$ cat src/hw/rtl/mqtt_packet_byte_parser_unit_macros.svh
// Assertion macros shared by the parser RTL.
// Used by the queue and back-end modules; no other dependencies.
`ifndef MQTT_PACKET_BYTE_PARSER_UNIT_MACROS_SVH
`define MQTT_PACKET_BYTE_PARSER_UNIT_MACROS_SVH
`ifndef SYNTHESIS
// Condition must hold at every clock edge out of reset
`define MQTT_ASSERT_ALWAYS(lbl, clk_s, rst_s, expr_s) \
	lbl: assert property (@(posedge clk_s) disable iff (!rst_s) (expr_s)) \
	else $error("mqtt assertion failed");
// Antecedent implies consequent in the following clock cycle
`define MQTT_ASSERT_NEXT(lbl, clk_s, rst_s, ante_s, cons_s) \
	lbl: assert property (@(posedge clk_s) disable iff (!rst_s) (ante_s) |=> (cons_s)) \
	else $error("mqtt assertion failed");
`else
`define MQTT_ASSERT_ALWAYS(lbl, clk_s, rst_s, expr_s)
`define MQTT_ASSERT_NEXT(lbl, clk_s, rst_s, ante_s, cons_s)
`endif
`endif

$ cat src/hw/rtl/mqtt_pkg.sv
// Types, codes and helpers for the MQTT byte parser.
// No dependencies; used by every parser module.
`timescale 1ns / 1ps
package mqtt_pkg;

	// Parser phases
	typedef enum logic [3:0] {
		PH_HEADER  = 4'd0,
		PH_LENGTH  = 4'd1,
		PH_TLEN_HI = 4'd2,
		PH_TLEN_LO = 4'd3,
		PH_TOPIC   = 4'd4,
		PH_MID_HI  = 4'd5,
		PH_MID_LO  = 4'd6,
		PH_PAYLOAD = 4'd7,
		PH_OTHER   = 4'd8
	} phase_t;

	// Packet kinds by control type
	typedef enum logic [1:0] {
		K_IGNORED = 2'd0,
		K_PUBLISH = 2'd1,
		K_ACK     = 2'd2,
		K_PASS    = 2'd3
	} kind_t;

	// Byte classes
	localparam logic [2:0] CLS_HEADER  = 3'd0;
	localparam logic [2:0] CLS_LENGTH  = 3'd1;
	localparam logic [2:0] CLS_TLEN    = 3'd2;
	localparam logic [2:0] CLS_TOPIC   = 3'd3;
	localparam logic [2:0] CLS_MSG_ID  = 3'd4;
	localparam logic [2:0] CLS_PAYLOAD = 3'd5;
	localparam logic [2:0] CLS_OTHER   = 3'd6;

	// Status codes
	localparam logic [2:0] ST_OK        = 3'd0;
	localparam logic [2:0] ST_IGNORED   = 3'd1;
	localparam logic [2:0] ST_LEN_LONG  = 3'd2;
	localparam logic [2:0] ST_TOPIC_OVR = 3'd3;
	localparam logic [2:0] ST_SHORT     = 3'd4;

	// Register indexes and reset values
	localparam logic       REG_MAX_LEN_BYTES = 1'b0;
	localparam logic [2:0] MAX_LEN_RESET     = 3'd4;

	// Input word
	typedef struct packed {
		logic [7:0] data_byte;
		logic       resync;
	} rx_word_t;

	// Classified word held in the queue
	typedef struct packed {
		logic [7:0] data_byte;
		logic       resync;
		logic [6:0] low7;
		logic       cont;
		kind_t      hdr_kind;
	} cls_word_t;

	// Result word
	typedef struct packed {
		logic [3:0]  packet_type;
		logic [1:0]  qos_level;
		logic        dup_flag;
		logic        retain_flag;
		logic [2:0]  byte_class;
		logic [7:0]  byte_out;
		logic [27:0] remaining_length;
		logic [15:0] topic_length;
		logic [15:0] message_id;
		logic        packet_end;
		logic [2:0]  status;
	} res_word_t;

	// Map a control packet type to its kind
	function automatic kind_t kind_of(input logic [3:0] ptype);
		kind_t k;
		unique case (ptype)
			4'd3: k = K_PUBLISH;
			4'd4, 4'd5, 4'd6, 4'd7, 4'd11: k = K_ACK;
			4'd2, 4'd9, 4'd12, 4'd13, 4'd14: k = K_PASS;
			default: k = K_IGNORED;
		endcase
		return k;
	endfunction

endpackage

$ cat src/hw/rtl/mqtt_front.sv
// Front end: accepts stream words and classifies each byte.
// Depends on mqtt_pkg; feeds mqtt_queue.
`timescale 1ns / 1ps
module mqtt_front (
	input  logic                rx_valid,
	output logic                rx_stall,
	input  mqtt_pkg::rx_word_t  rx_word,
	input  logic                q_full,
	output logic                push,
	output mqtt_pkg::cls_word_t push_word
);

	// Stall while the queue has no room
	assign rx_stall = q_full;
	assign push     = rx_valid && !q_full;

	// Classify the byte as length digit and as possible header
	always_comb begin
		push_word.data_byte = rx_word.data_byte;
		push_word.resync    = rx_word.resync;
		push_word.low7      = rx_word.data_byte[6:0];
		push_word.cont      = rx_word.data_byte[7];
		push_word.hdr_kind  = mqtt_pkg::kind_of(rx_word.data_byte[7:4]);
	end

endmodule

$ cat src/hw/rtl/mqtt_queue.sv
// Short word queue between the front end and the back end.
// Depends on mqtt_pkg and the assertion macro header.
`timescale 1ns / 1ps
`include "mqtt_packet_byte_parser_unit_macros.svh"
module mqtt_queue #(
	parameter int DEPTH = 4
) (
	input  logic                clk,
	input  logic                arst_n,
	input  logic                push,
	input  mqtt_pkg::cls_word_t push_word,
	input  logic                pop,
	output mqtt_pkg::cls_word_t pop_word,
	output logic                full,
	output logic                not_empty
);

	localparam int PTR_W = (DEPTH > 1) ? $clog2(DEPTH) : 1;
	localparam int CNT_W = $clog2(DEPTH + 1);
	localparam logic [PTR_W-1:0] LAST_PTR = PTR_W'(DEPTH - 1);
	localparam logic [CNT_W-1:0] DEPTH_CNT = CNT_W'(DEPTH);

	mqtt_pkg::cls_word_t mem_q [DEPTH];
	logic [PTR_W-1:0] wr_ptr_q;
	logic [PTR_W-1:0] rd_ptr_q;
	logic [CNT_W-1:0] count_q;

	assign full      = (count_q == DEPTH_CNT);
	assign not_empty = (count_q != '0);
	assign pop_word  = mem_q[rd_ptr_q];

	// Store pushed words
	always_ff @(posedge clk) begin
		if (push) begin
			mem_q[wr_ptr_q] <= push_word;
		end
	end

	// Advance pointers and count
	always_ff @(posedge clk or negedge arst_n) begin
		if (!arst_n) begin
			wr_ptr_q <= '0;
			rd_ptr_q <= '0;
			count_q  <= '0;
		end else begin
			if (push) begin
				wr_ptr_q <= (wr_ptr_q == LAST_PTR) ? '0 : wr_ptr_q + 1'b1;
			end
			if (pop) begin
				rd_ptr_q <= (rd_ptr_q == LAST_PTR) ? '0 : rd_ptr_q + 1'b1;
			end
			if (push && !pop) begin
				count_q <= count_q + 1'b1;
			end else if (pop && !push) begin
				count_q <= count_q - 1'b1;
			end
		end
	end

	`MQTT_ASSERT_ALWAYS(a_q_no_overflow, clk, arst_n, count_q <= DEPTH_CNT)
	`MQTT_ASSERT_ALWAYS(a_q_pop_nonempty, clk, arst_n, !pop || not_empty)
	`MQTT_ASSERT_ALWAYS(a_q_push_room, clk, arst_n, !push || !full)
	`MQTT_ASSERT_NEXT(a_q_count_up, clk, arst_n, push && !pop, count_q == $past(count_q) + 1'b1)

endmodule

$ cat src/hw/rtl/mqtt_back.sv
// Back end: packet state machine and result register.
// Depends on mqtt_pkg and the assertion macro header; fed by mqtt_queue.
`timescale 1ns / 1ps
`include "mqtt_packet_byte_parser_unit_macros.svh"
module mqtt_back (
	input  logic                 clk,
	input  logic                 arst_n,
	input  logic [2:0]           max_len,
	input  logic                 q_not_empty,
	input  mqtt_pkg::cls_word_t  q_word,
	output logic                 pop,
	output logic                 res_valid,
	input  logic                 res_stall,
	output mqtt_pkg::res_word_t  res_word
);

	mqtt_pkg::phase_t phase_q, phase_n, phase_eff;
	mqtt_pkg::kind_t  kind_q, kind_n;
	logic [7:0]  header_q, header_n;
	logic [27:0] acc_q, acc_n;
	logic [2:0]  cnt_q, cnt_n;
	logic [27:0] bl_q, bl_n;
	logic [15:0] tlen_q, tlen_n;
	logic [15:0] tleft_q, tleft_n;
	logic [15:0] mid_q, mid_n;
	logic        hold_q, hold_n;
	logic [2:0]  code_q, code_n;

	logic        res_valid_q;
	mqtt_pkg::res_word_t res_word_q, res_n;

	logic [27:0] shifted;
	logic [27:0] acc_sum;
	logic [2:0]  cnt_inc;
	logic [2:0]  lim;
	logic [27:0] bl_c;
	logic [15:0] tl_full;
	logic [15:0] tleft_dec;
	logic [27:0] tl_ext;
	logic [27:0] bl_rest;
	logic        qos_nz;
	logic [2:0]  raise_code;
	logic        pkt_end;
	logic [2:0]  cls;
	logic [2:0]  st;

	// Take a word whenever the result register is free or draining
	assign pop       = q_not_empty && (!res_valid_q || !res_stall);
	assign res_valid = res_valid_q;
	assign res_word  = res_word_q;
	assign phase_eff = q_word.resync ? mqtt_pkg::PH_HEADER : phase_q;

	// Length digit weight, running sum and clamped digit limit
	always_comb begin
		unique case (cnt_q[1:0])
			2'd0: shifted = {21'd0, q_word.low7};
			2'd1: shifted = {14'd0, q_word.low7, 7'd0};
			2'd2: shifted = {7'd0, q_word.low7, 14'd0};
			default: shifted = {q_word.low7, 21'd0};
		endcase
		acc_sum = acc_q + shifted;
		cnt_inc = cnt_q + 3'd1;
		if (max_len == 3'd0) begin
			lim = 3'd1;
		end else if (max_len > 3'd4) begin
			lim = 3'd4;
		end else begin
			lim = max_len;
		end
	end

	// Consumed byte count and topic arithmetic
	always_comb begin
		bl_c      = (bl_q != '0) ? bl_q - 28'd1 : '0;
		tl_full   = tlen_q | {8'd0, q_word.data_byte};
		tl_ext    = {12'd0, tl_full};
		bl_rest   = bl_c - tl_ext;
		tleft_dec = (tleft_q != '0) ? tleft_q - 16'd1 : '0;
	end

	// Next state
	always_comb begin
		phase_n    = phase_q;
		kind_n     = kind_q;
		header_n   = header_q;
		acc_n      = acc_q;
		cnt_n      = cnt_q;
		bl_n       = bl_q;
		tlen_n     = tlen_q;
		tleft_n    = tleft_q;
		mid_n      = mid_q;
		hold_n     = hold_q;
		code_n     = code_q;
		raise_code = mqtt_pkg::ST_OK;
		pkt_end    = 1'b0;
		qos_nz     = 1'b0;
		if (q_word.resync) begin
			phase_n = mqtt_pkg::PH_HEADER;
			hold_n  = 1'b0;
			code_n  = mqtt_pkg::ST_OK;
		end
		if (!hold_n) begin
			// Latch a new header and clear packet state
			if (phase_eff == mqtt_pkg::PH_HEADER) begin
				header_n = q_word.data_byte;
				kind_n   = q_word.hdr_kind;
				acc_n    = '0;
				cnt_n    = '0;
				bl_n     = '0;
				tlen_n   = '0;
				tleft_n  = '0;
				mid_n    = '0;
			end
			qos_nz = (header_n[2:1] != 2'd0);
			unique case (phase_eff)
				mqtt_pkg::PH_HEADER: begin
					phase_n = mqtt_pkg::PH_LENGTH;
				end
				mqtt_pkg::PH_LENGTH: begin
					acc_n = acc_sum;
					cnt_n = cnt_inc;
					if (q_word.cont) begin
						if (cnt_inc >= lim) begin
							raise_code = mqtt_pkg::ST_LEN_LONG;
						end
					end else begin
						bl_n = acc_sum;
						if (kind_n == mqtt_pkg::K_PUBLISH || kind_n == mqtt_pkg::K_ACK) begin
							if (acc_sum < 28'd2) begin
								raise_code = mqtt_pkg::ST_SHORT;
							end else if (kind_n == mqtt_pkg::K_PUBLISH) begin
								phase_n = mqtt_pkg::PH_TLEN_HI;
							end else begin
								phase_n = mqtt_pkg::PH_MID_HI;
							end
						end else if (acc_sum == '0) begin
							pkt_end = 1'b1;
							phase_n = mqtt_pkg::PH_HEADER;
						end else begin
							phase_n = mqtt_pkg::PH_OTHER;
						end
					end
				end
				mqtt_pkg::PH_TLEN_HI: begin
					bl_n    = bl_c;
					tlen_n  = {q_word.data_byte, 8'd0};
					phase_n = mqtt_pkg::PH_TLEN_LO;
				end
				mqtt_pkg::PH_TLEN_LO: begin
					bl_n    = bl_c;
					tlen_n  = tl_full;
					tleft_n = tl_full;
					priority if (tl_ext > bl_c) begin
						raise_code = mqtt_pkg::ST_TOPIC_OVR;
					end else if (qos_nz && bl_rest < 28'd2) begin
						raise_code = mqtt_pkg::ST_SHORT;
					end else if (tl_full == '0) begin
						if (bl_c == '0) begin
							pkt_end = 1'b1;
							phase_n = mqtt_pkg::PH_HEADER;
						end else begin
							phase_n = qos_nz ? mqtt_pkg::PH_MID_HI : mqtt_pkg::PH_PAYLOAD;
						end
					end else begin
						phase_n = mqtt_pkg::PH_TOPIC;
					end
				end
				mqtt_pkg::PH_TOPIC: begin
					bl_n    = bl_c;
					tleft_n = tleft_dec;
					if (tleft_dec == '0) begin
						if (bl_c == '0) begin
							pkt_end = 1'b1;
							phase_n = mqtt_pkg::PH_HEADER;
						end else begin
							phase_n = qos_nz ? mqtt_pkg::PH_MID_HI : mqtt_pkg::PH_PAYLOAD;
						end
					end
				end
				mqtt_pkg::PH_MID_HI: begin
					bl_n  = bl_c;
					mid_n = {q_word.data_byte, 8'd0};
					if (bl_c == '0) begin
						pkt_end = 1'b1;
						phase_n = mqtt_pkg::PH_HEADER;
					end else begin
						phase_n = mqtt_pkg::PH_MID_LO;
					end
				end
				mqtt_pkg::PH_MID_LO: begin
					bl_n  = bl_c;
					mid_n = mid_q | {8'd0, q_word.data_byte};
					if (bl_c == '0) begin
						pkt_end = 1'b1;
						phase_n = mqtt_pkg::PH_HEADER;
					end else if (kind_n == mqtt_pkg::K_PUBLISH) begin
						phase_n = mqtt_pkg::PH_PAYLOAD;
					end else begin
						phase_n = mqtt_pkg::PH_OTHER;
					end
				end
				default: begin
					bl_n = bl_c;
					if (bl_c == '0) begin
						pkt_end = 1'b1;
						phase_n = mqtt_pkg::PH_HEADER;
					end
				end
			endcase
			// Enter error hold
			if (raise_code != mqtt_pkg::ST_OK) begin
				hold_n  = 1'b1;
				code_n  = raise_code;
				phase_n = mqtt_pkg::PH_HEADER;
			end
		end
	end

	// Outputs: class, status and the result word
	always_comb begin
		if (hold_q && !q_word.resync) begin
			cls = mqtt_pkg::CLS_OTHER;
			st  = code_q;
		end else begin
			unique case (phase_eff)
				mqtt_pkg::PH_HEADER:  cls = mqtt_pkg::CLS_HEADER;
				mqtt_pkg::PH_LENGTH:  cls = mqtt_pkg::CLS_LENGTH;
				mqtt_pkg::PH_TLEN_HI: cls = mqtt_pkg::CLS_TLEN;
				mqtt_pkg::PH_TLEN_LO: cls = mqtt_pkg::CLS_TLEN;
				mqtt_pkg::PH_TOPIC:   cls = mqtt_pkg::CLS_TOPIC;
				mqtt_pkg::PH_MID_HI:  cls = mqtt_pkg::CLS_MSG_ID;
				mqtt_pkg::PH_MID_LO:  cls = mqtt_pkg::CLS_MSG_ID;
				mqtt_pkg::PH_PAYLOAD: cls = mqtt_pkg::CLS_PAYLOAD;
				default:              cls = mqtt_pkg::CLS_OTHER;
			endcase
			if (raise_code != mqtt_pkg::ST_OK) begin
				st = raise_code;
			end else if (kind_n == mqtt_pkg::K_IGNORED) begin
				st = mqtt_pkg::ST_IGNORED;
			end else begin
				st = mqtt_pkg::ST_OK;
			end
		end
		res_n.packet_type      = header_n[7:4];
		res_n.qos_level        = header_n[2:1];
		res_n.dup_flag         = header_n[3];
		res_n.retain_flag      = header_n[0];
		res_n.byte_class       = cls;
		res_n.byte_out         = q_word.data_byte;
		res_n.remaining_length = acc_n;
		res_n.topic_length     = tlen_n;
		res_n.message_id       = mid_n;
		res_n.packet_end       = pkt_end;
		res_n.status           = st;
	end

	// Hold parser state
	always_ff @(posedge clk or negedge arst_n) begin
		if (!arst_n) begin
			phase_q     <= mqtt_pkg::PH_HEADER;
			kind_q      <= mqtt_pkg::K_IGNORED;
			header_q    <= '0;
			acc_q       <= '0;
			cnt_q       <= '0;
			bl_q        <= '0;
			tlen_q      <= '0;
			tleft_q     <= '0;
			mid_q       <= '0;
			hold_q      <= 1'b0;
			code_q      <= mqtt_pkg::ST_OK;
			res_valid_q <= 1'b0;
		end else begin
			if (pop) begin
				phase_q     <= phase_n;
				kind_q      <= kind_n;
				header_q    <= header_n;
				acc_q       <= acc_n;
				cnt_q       <= cnt_n;
				bl_q        <= bl_n;
				tlen_q      <= tlen_n;
				tleft_q     <= tleft_n;
				mid_q       <= mid_n;
				hold_q      <= hold_n;
				code_q      <= code_n;
				res_valid_q <= 1'b1;
			end else if (!res_stall) begin
				res_valid_q <= 1'b0;
			end
		end
	end

	// Load the result register
	always_ff @(posedge clk) begin
		if (pop) begin
			res_word_q <= res_n;
		end
	end

	`MQTT_ASSERT_ALWAYS(a_b_hold_at_header, clk, arst_n, !hold_q || phase_q == mqtt_pkg::PH_HEADER)
	`MQTT_ASSERT_ALWAYS(a_b_hold_code, clk, arst_n, hold_q == (code_q != mqtt_pkg::ST_OK))
	`MQTT_ASSERT_NEXT(a_b_resync_header, clk, arst_n, pop && q_word.resync, res_word_q.byte_class == mqtt_pkg::CLS_HEADER)
	`MQTT_ASSERT_ALWAYS(a_b_end_no_error, clk, arst_n, !(res_valid_q && res_word_q.packet_end) || res_word_q.status == mqtt_pkg::ST_OK || res_word_q.status == mqtt_pkg::ST_IGNORED)

endmodule

$ cat src/hw/rtl/mqtt_packet_byte_parser_unit.sv
// MQTT byte parser: an accepted byte is written to the queue, then its result is loaded
// into the result register, where it is valid. Throughput one byte per cycle while the
// result output is not stalled, set by the packet state update in the back end.
// Reset clears the queue, the parser state (awaiting header, no error hold) and
// sets max_length_bytes to 4.
// Top level: instantiates mqtt_front, mqtt_queue and mqtt_back; uses mqtt_pkg.
`timescale 1ns / 1ps
module mqtt_packet_byte_parser_unit #(
	parameter int QUEUE_DEPTH = 4
) (
	input  logic                clk,
	input  logic                arst_n,
	input  logic                rx_valid,
	output logic                rx_stall,
	input  mqtt_pkg::rx_word_t  rx_word,
	output logic                res_valid,
	input  logic                res_stall,
	output mqtt_pkg::res_word_t res_word,
	input  logic                psel,
	input  logic                penable,
	input  logic                pwrite,
	input  logic [2:0]          paddr,
	input  logic [31:0]         pwdata,
	output logic [31:0]         prdata,
	output logic                pready
);

	logic                q_push;
	mqtt_pkg::cls_word_t q_push_word;
	logic                q_pop;
	mqtt_pkg::cls_word_t q_pop_word;
	logic                q_full;
	logic                q_not_empty;
	logic [2:0]          max_len_q;
	logic                cfg_hit;

	// Register file: one register, selected by paddr[2] low (addresses 0 to 3)
	assign pready  = 1'b1;
	assign cfg_hit = (paddr[2] == mqtt_pkg::REG_MAX_LEN_BYTES);
	assign prdata  = cfg_hit ? {29'd0, max_len_q} : '0;

	always_ff @(posedge clk or negedge arst_n) begin
		if (!arst_n) begin
			max_len_q <= mqtt_pkg::MAX_LEN_RESET;
		end else if (psel && penable && pwrite && pready && cfg_hit) begin
			max_len_q <= pwdata[2:0];
		end
	end

	mqtt_front u_front (
		.rx_valid  (rx_valid),
		.rx_stall  (rx_stall),
		.rx_word   (rx_word),
		.q_full    (q_full),
		.push      (q_push),
		.push_word (q_push_word)
	);

	mqtt_queue #(
		.DEPTH (QUEUE_DEPTH)
	) u_queue (
		.clk       (clk),
		.arst_n    (arst_n),
		.push      (q_push),
		.push_word (q_push_word),
		.pop       (q_pop),
		.pop_word  (q_pop_word),
		.full      (q_full),
		.not_empty (q_not_empty)
	);

	mqtt_back u_back (
		.clk         (clk),
		.arst_n      (arst_n),
		.max_len     (max_len_q),
		.q_not_empty (q_not_empty),
		.q_word      (q_pop_word),
		.pop         (q_pop),
		.res_valid   (res_valid),
		.res_stall   (res_stall),
		.res_word    (res_word)
	);

endmodule

$ cat config.mk
export PLATFORM = sky130hd
export DESIGN_NAME = mqtt_packet_byte_parser_unit
export DESIGN_NICKNAME = d
export VERILOG_FILES = /design/src/hw/rtl/mqtt_pkg.sv /design/src/hw/rtl/mqtt_front.sv /design/src/hw/rtl/mqtt_queue.sv /design/src/hw/rtl/mqtt_back.sv /design/src/hw/rtl/mqtt_packet_byte_parser_unit.sv
export VERILOG_INCLUDE_DIRS = /design/src /design/src/hw/rtl
export SDC_FILE = /design/constraint.sdc
export NUM_CORES = 1
export LEC_CHECK = 0
export BUFFER_PORTS_ARGS = -buffer_cell sky130_fd_sc_hd__clkbuf_2
export CORE_MARGIN = 2
export CORE_UTILIZATION = 34
export DETAILED_ROUTE_END_ITERATION = 6
export MAX_ROUTING_LAYER = met4
export PLACE_DENSITY = 0.49
export SLEW_MARGIN = 15
export SYNTH_ARGS = -nofsm -noshare
export SYNTH_HDL_FRONTEND = slang
export SYNTH_SLANG_ARGS = --single-unit
$ cat constraint.sdc
create_clock -name clk -period 11.3 [get_ports clk]
set_input_delay 1.13 -clock clk [delete_from_list [all_inputs] [get_ports clk]]
set_output_delay 1.13 -clock clk [all_outputs]
set_load 0.03 [all_outputs]
## After elaboration in Yosys (flattened, before gate mapping)

Memory sizes are Yosys's and may differ from the RTL's. A register that Yosys moved wholly into a read port is not among the register bits.
Cells that the tools add are included.
W data, S select, Z words.

- Bitwise operators: 4
- Multiplexer cells: 82
- Reduce and logical (&&, ||, !) cells: 39
- Add/sub/neg operators: 9
- Magnitude comparators: 5
- Eq/ne operators: 14

Operators by type and width:

| cell | number |
|---|---|
| $mux W28 | 6 |
| $mux W16 | 6 |
| $pmux W16 S2 | 3 |
| $pmux W28 S3 | 1 |
| $mux W3 | 21 |
| $mux W4 | 15 |
| $logic_not A28 Y1 | 2 |
| $lt A28 B2 Y1 const B | 2 |
| $pmux W28 S2 | 1 |
| $logic_not A16 Y1 | 2 |
| $or A16 B8 Y16 | 2 |
| $add A28 B28 Y28 | 1 |
| $gt A16 B28 Y1 | 1 |
| $pmux W4 S7 | 1 |
| $reduce_bool A28 Y1 | 1 |
| $sub A28 B1 Y28 const B | 1 |
| $sub A28 B16 Y28 | 1 |
| $mux W8 | 3 |
| $mux W1 | 16 |
| $reduce_bool A16 Y1 | 1 |
| $sub A16 B1 Y16 const B | 1 |
| $mux W2 | 7 |
| $eq A4 B3 Y1 const B | 3 |
| $reduce_bool A3 Y1 | 4 |
| 24 further kinds | 51 |

- Memories kept: 3
- Input bits: 51
- ROM bits: 56
- Bits in writable memories: 76
- Logic and storage cells: 182
- Bits in registers: 216
- Output and inout bits: 118

Memory list:

| memory | words | bits a word | rd ports | clocked after Yosys merged registers in | write ports | RTL line | source |
|---|---|---|---|---|---|---|---|
| u_queue.mem_q | 4 | 19 | 1 | 0 | 1 | mqtt_queue.sv:23 | `mqtt_pkg::cls_word_t mem_q [DEPTH];` |
| (name not given) | 16 | 2 | 1 | 0 | 0 | mqtt_pkg.sv:80 | `unique case (ptype)` |
| (name not given) | 8 | 3 | 1 | 1 | 0 | mqtt_back.sv:225 | `unique case (phase_eff)` |

## Depth between registers and ports, before layout

An unclocked memory read counts as a cell.

- Word-level depth: 15
- Depth in mapped cells: 25
- Depth with buffers taken out: 19

## Hierarchy

A second synthesis with hierarchy kept.

- Cell total of the unflattened synthesis: 1744
- Area, all modules: 17280.3 um^2

Modules (own cells, without submodules):

| module | area an instance (um^2) | instances | cells each | sequential area each (um^2) |
|---|---|---|---|---|
| mqtt_back | 13523.0 | 1 | 1538 | 5645.4 |
| mqtt_queue | 3159.3 | 1 | 136 | 2457.4 |
| mqtt_packet_byte_parser_unit | 404.1 | 1 | 42 | 76.3 |
| mqtt_front | 193.9 | 1 | 28 | 0.0 |

## Worst setup path before layout

OpenSTA, ideal clock, no wires.

- Path kind: reg2reg
- Start point: register u_back.bl_q[0]
- End point: register u_back.res_word_q (netlist bit u_back.res_word[0]) (data pin)
- Period minus slack after synthesis: 5439 ps
- Cell stages (with the launch flop): 25
- Path buffers: 6
- Data arrival time: 5172 ps
- Library setup time: 267 ps
- Setup slack: 5861 ps
- Required time: 11033 ps
- Cell sequence: dfrtp_1 > clkbuf_1 > inv_1 > ha_1 > nor4b_1 > and4_2 > buf_2 > and3_1 > buf_6 > clkbuf_1 > buf_1 > nor2_1 > ha_1 > a21oi_1 > o21ai_0 > a311oi_1 > a21oi_1 > or3_1 > nor4_1 > a21oi_1 > a2111o_1 > o32a_2 > buf_6 > a211oi_1 > a21oi_1

- Cells in the longest elaborated chain, start to end: 13
- Elaborated cells between the ends (all ways): 15
- Those cells by class: 2 x add/sub; 2 x order compare; 8 x mux; 3 x reduce/logical

Ends and longest elaborated chain:

| item | RTL line | source |
|---|---|---|
| start, declared | mqtt_back.sv:22 | `logic [27:0] bl_q, bl_n;` |
| start signal, assigned | mqtt_back.sv:279 | `bl_q <= bl_n;` |
| $sub A28 B1 Y28 / $reduce_bool A28 Y1 (equally long branches) | mqtt_back.sv:74 | `bl_c = (bl_q != '0) ? bl_q - 28'd1 : '0;` |
| $mux W28 (*) | mqtt_back.sv:74 |  |
| $sub A28 B16 Y28 | mqtt_back.sv:77 | `bl_rest = bl_c - tl_ext;` |
| $lt A28 B2 Y1 | mqtt_back.sv:155 | `end else if (qos_nz && bl_rest < 28'd2) begin` |
| $logic_and A1 B1 Y1 | mqtt_back.sv:155 |  |
| $mux W3 | mqtt_back.sv:155 |  |
| $mux W3 (*) | mqtt_back.sv:153 | `priority if (tl_ext > bl_c) begin` |
| $pmux W3 S2 (*) | mqtt_back.sv:115 | `unique case (phase_eff)` |
| $mux W3 (*) (2 in series) | mqtt_back.sv:102 | `if (!hold_n) begin` |
| $reduce_bool A3 Y1 | mqtt_back.sv:236 | `if (raise_code != mqtt_pkg::ST_OK) begin` |
| $mux W3 (*) | mqtt_back.sv:236 |  |
| $mux W3 (*) | mqtt_back.sv:221 | `if (hold_q && !q_word.resync) begin` |
| via u_back.st[0] | mqtt_back.sv:45 | `logic [2:0] st;` |
| end signal, assigned | mqtt_back.sv:295 | `res_word_q <= res_n;` |
| end, declared | mqtt_back.sv:30 | `mqtt_pkg::res_word_t res_word_q, res_n;` |

Mark *: on every way through the listed nets, which the timed path passes. The rest lies on a longest branch. The select of a mux whose other input is x is not followed.
A chain may end at the register's enable or synchronous reset.

## Worst setup path in the final report

- Start point: register u_back.bl_q[0]
- End point: register u_back.res_word_q (netlist bit u_back.res_word[3]) (data pin)

- Cells in the longest elaborated chain, start to end: 8
- Elaborated cells between the ends (all ways): 14
- Those cells by class: 2 x add/sub; 2 x order compare; 7 x mux; 3 x reduce/logical

Ends and longest elaborated chain:

| item | RTL line |
|---|---|
| $sub A28 B1 Y28 / $reduce_bool A28 Y1 (equally long branches) | mqtt_back.sv:74 |
| $mux W28 (*) | mqtt_back.sv:74 |
| $sub A28 B16 Y28 / $logic_not A28 Y1 (equally long branches) | n/a |
| $lt A28 B2 Y1 / $mux W1 (equally long branches) | n/a |
| $logic_and A1 B1 Y1 / $mux W1 (equally long branches) | mqtt_back.sv:155, mqtt_back.sv:157 |
| $mux W1 | mqtt_back.sv:155 |
| $mux W1 | mqtt_back.sv:153 |
| $pmux W1 S4 (*) | mqtt_back.sv:115 |

Mark *: on every way between the ends. The rest lies on a longest branch, timed or not.

==> out/results.md <==
| Step | Item | This run |
|:---|:---|:---|
| status | Run status | complete, no violations |
| clocking | Reg clk slew, reported paths | 0.06 ns |
| setup path | Worst Path Max Fanout | 27 |
| layout | Count of nets after finishing | 1,965 |
| placed design | Post-Place Cells | 2,429 |
| routing | Final wirelength | 52,300 µm |
| yosys | Synthesized flop and latch total | 263 |
| yosys | Fraction of the mapped netlist area in compound gates | 19.3% |
| sta | Sum of negative setup slack | 0 ns |
| setup path | Worst setup SP type | register |
| placed design | HPWL Detailed | 37,200 µm |
| sta | Fin Clk Skew | 0.0199 ns |
| layout | Final std cells w/o fill | 2,486 |
| clocking | Worst-Skew Late Latency | 0.59 ns |
| yosys | Synth Area per Inst | 9.28 µm² |
| placed design | Weighted congestion at the end of routability-driven global placement | 0.930 |
| routing | Number of DRC violations after detailed routing | 0 |
| grt | Tot GR Track Use | 20.9% |
| setup path | Ordered list of cells on the worst path | inv_1 -> ha_1 -> nor4b_1 -> and4_2 -> and3_1 -> a21oi_1 -> ha_1 -> a211oi_1 -> a22oi_1 -> nand4_1 -> a31oi_1 -> a21oi_1 -> or2b_2 -> a2111o_1 -> o41ai_1 -> a21o_1 -> a21oi_1 |
| layout | Signed area change from the synthesized netlist to the final layout | 11.5% |
| sta | Final Cycle Share | 60.9% |
| clocking | CTS root buffer | sky130_fd_sc_hd__clkbuf_16 |
| setup path | Critical path endpoint category | register |
| sta | Peak clock frequency supported by timing | 145 MHz |
| grt | Initial antenna violation count | 2 |
| yosys | Largest cells by area after synthesis | sky130_fd_sc_hd__edfxtp_1 23%, sky130_fd_sc_hd__dfrtp_1 20%, sky130_fd_sc_hd__nand2_1 6.5% |
| clocking | CTS buffer count | 31 |
| routing | Routed length per placed instance | 21.0 µm |
| yosys | Adder-cell share of the synthesized area | 5.18% |
| job | Max-cap violations | 0 |
| grt | Via count of the first global-routing pass | 13,500 |
| sta | Final worst-path setup slack | 4.42 ns |
| yosys | Post-synthesis cell area | 16,600 µm² |
| yosys | Most frequent cells after synthesis | 286 x sky130_fd_sc_hd__nand2_1, 158 x sky130_fd_sc_hd__nor2_1, 135 x sky130_fd_sc_hd__dfrtp_1, 134 x sky130_fd_sc_hd__o21ai_0, 127 x sky130_fd_sc_hd__edfxtp_1 |
| sta | Post-layout minimum cycle time | 6.88 ns |
| die | Core Footprint | 47,900 µm² |
| clocking | Post-CTS repair timing setup buffer count | 0 |
| hold path | Worst Hold Class | reg2reg |
| yosys | Unique masters post-synth | 98 |
| die | Horizontal extent of the die | 225 µm |
| routing | Antenna Nets Post-Route | 0 |
| setup path | Crit path DAT | 7.18 ns |
| yosys | Main combinational cell family by area after synthesis | simple AND/OR/NAND/NOR gates |
| yosys | Number of warnings reported in the yosys synthesis log | 0 |
| routing | Drt first pass iters | 5 |
| clocking | Post-cts gate resize count | 0 |
| clocking | Post-CTS Hold Fix Bufs | 0 |
| grt | First-pass GRT wire length | 80,500 µm |
| routing | First DRT Iteration DRCs | 1,443 |
| clocking | CTS max path bufs | 3 |
| yosys | Dominant register cell in the synthesized netlist | sky130_fd_sc_hd__dfrtp_1 |
| layout | Antenna Cells | 0 |
| yosys | Sequential-to-total area share from yosys stat | 43.5% |
| sta | Hold WS | 0.468 ns |
| clocking | Clock tree from TritonCTS | yes |
| sta | Worst Max-Slew Pin Slew | 1.26 ns |
| die | Site row count | 80 |
| setup path | Slowest cell on the critical path | sky130_fd_sc_hd__and3_1 |
| clocking | CTS H-tree lvls | 1 |
| layout | Fill count | 4,826 |
| die | Die outline area | 50,600 µm² |
| setup path | Crit-path most repeated cell | sky130_fd_sc_hd__a21oi_1 |
| placed design | Post-placement setup slack | 4.68 ns |
| yosys | Instance count of the mapped netlist | 1,790 |
| yosys | Top-area cell type share of the netlist area | 23.0% |
| layout | Fraction of final layout cells with drive strength greater than 1 | 12.9% |
| yosys | Simple logic cell fraction of the synthesized area | 20.0% |
| sta | Final count of pins violating max slew | 0 |
| sta | Hold Fails Final Rpt | 0 |
| setup path | Data required time of the critical path | 11.60 ns |
| placed design | PortBufs | 107 |
| routing | Via density per instance | 5.67 |
| yosys | Proportion of register bits with asynchronous set or reset after synthesis | 51.7% |
| die | Number of top-level pins | 169 |
| grt | Largest net degree at the start of global routing | 78 |
| clocking | Number of clock sinks | 263 |
| routing | Routed vias | 14,100 |
| yosys | Multiplexer share of the synthesized area | 3.53% |
| setup path | Worst setup path class | reg2reg |
| yosys | Most common cell in the netlist | sky130_fd_sc_hd__nand2_1 |
| yosys | Cell taking the most area after synthesis | sky130_fd_sc_hd__edfxtp_1 |
| die | Starting Density | 34.6% |
| sta | Setup repair after global routing missed its margin | no |
| sta | Headroom to the max-slew limit | 15.9% |
| yosys | Synth Area in XOR/XNOR | 2.79% |
| grt | Overall overflow remaining after global route | 0 |
| sta | Number of endpoints failing setup at the final stage | 0 |
| yosys | Number of enable-type register cells in the synthesized netlist | 127 |
| die | Die H | 225 µm |
| setup path | Largest stage delay, worst path | 0.87 ns |
area by class of cell:
cell class	count	area [µm²]	share of cell area (%)
clock buffers	34	787	4.25
repair buffers	124	669	3.62
flip-flops and latches	263	7220	39.0
inverters	56	215	1.16
multi-input cells	1371	8580	46.3
well taps	615	769	4.16
clock inverters	23	275	1.49
routing by layer:
metal	share of wire, %	global-route usage (%)
met4	1.8	4.57
met3	5.6	2.67
met1	46	28.9
met5	0	-
met2	47	32.9
flip-flops by register name (all words and copies together) (netlist names), 3 cells and up:
| name | cells |
|---|---|
| u_back.res_word | 83 |
| u_back.tlen_q | 16 |
| u_back.acc_q | 28 |
| u_queue.mem_q | 44 |
| max_len_q | 3 |
| u_back.phase_q | 4 |
| u_back.cnt_q | 3 |
| u_back.mid_q | 16 |
| u_back.bl_q | 28 |
| u_back.header_q | 8 |
| u_queue.count_q | 3 |
| u_back.code_q | 3 |
| u_back.tleft_q | 16 |
through the flow:
step | area [µm²] | util [%]
2_1_floorplan | 16700 | -
3_3_place_gp | 17400 | 36.4
3_5_place_dp | 17400 | 36.4
4_1_cts | 18500 | 38.6
5_1_grt | 18500 | 38.6
6_report | 18500 | 38.6
layout by cell type (no fill, tap or decap), types with 31 or more instances in the layout:
| cell type | instances |
|---|---|
| sky130_fd_sc_hd__nor2_1 | 158 |
| sky130_fd_sc_hd__nand3_1 | 37 |
| sky130_fd_sc_hd__dfrtp_1 | 135 |
| sky130_fd_sc_hd__inv_1 | 55 |
| sky130_fd_sc_hd__o21ai_0 | 134 |
| sky130_fd_sc_hd__a22o_1 | 46 |
| sky130_fd_sc_hd__ha_1 | 64 |
| sky130_fd_sc_hd__nor3_1 | 39 |
| sky130_fd_sc_hd__clkbuf_2 | 106 |
| sky130_fd_sc_hd__clkbuf_16 | 31 |
| sky130_fd_sc_hd__a21oi_1 | 103 |
| sky130_fd_sc_hd__nand2_1 | 286 |
| sky130_fd_sc_hd__edfxtp_1 | 127 |
worst max-delay path: cells and delay by family (launching register included):
family                   cells  cell delay, ns
buffers and inverters        1            0.19
AO/OA/AOI/OAI                9            2.86
adder cells (fa/ha/maj)      2            0.69
AND/OR/NAND/NOR              5            2.33
flip-flops                   1            0.52
final timing paths:
kind | startpoint | to | slack [ns] | cells after the start
setup / recovery | u_back.bl_q[0] | u_back.res_word[3] | 4.42 | 17
hold / removal | u_back.header_q[4] | u_back.header_q[4] | 0.47 | 2
setup reg to reg | u_back.bl_q[0] | u_back.res_word[3] | 4.42 | 17
hold reg to reg | u_back.header_q[4] | u_back.header_q[4] | 0.47 | 2
max in group asynchronous | arst_n | u_back.acc_q[26] | 9.36 | 2
min in group asynchronous | arst_n | u_back.header_q[4] | 0.57 | 1
cell families after synthesis:
logic type,after synthesis
AO/OA/AOI/OAI,482
XOR/XNOR,53
adder cells (fa/ha/maj),67
buffers and inverters,184
flip-flops,263
multiplexers,42
other,2
AND/OR/NAND/NOR,697
Power is not shown: default switching activity piles up to over one toggle a cycle in this logic, so the estimate is an artifact.
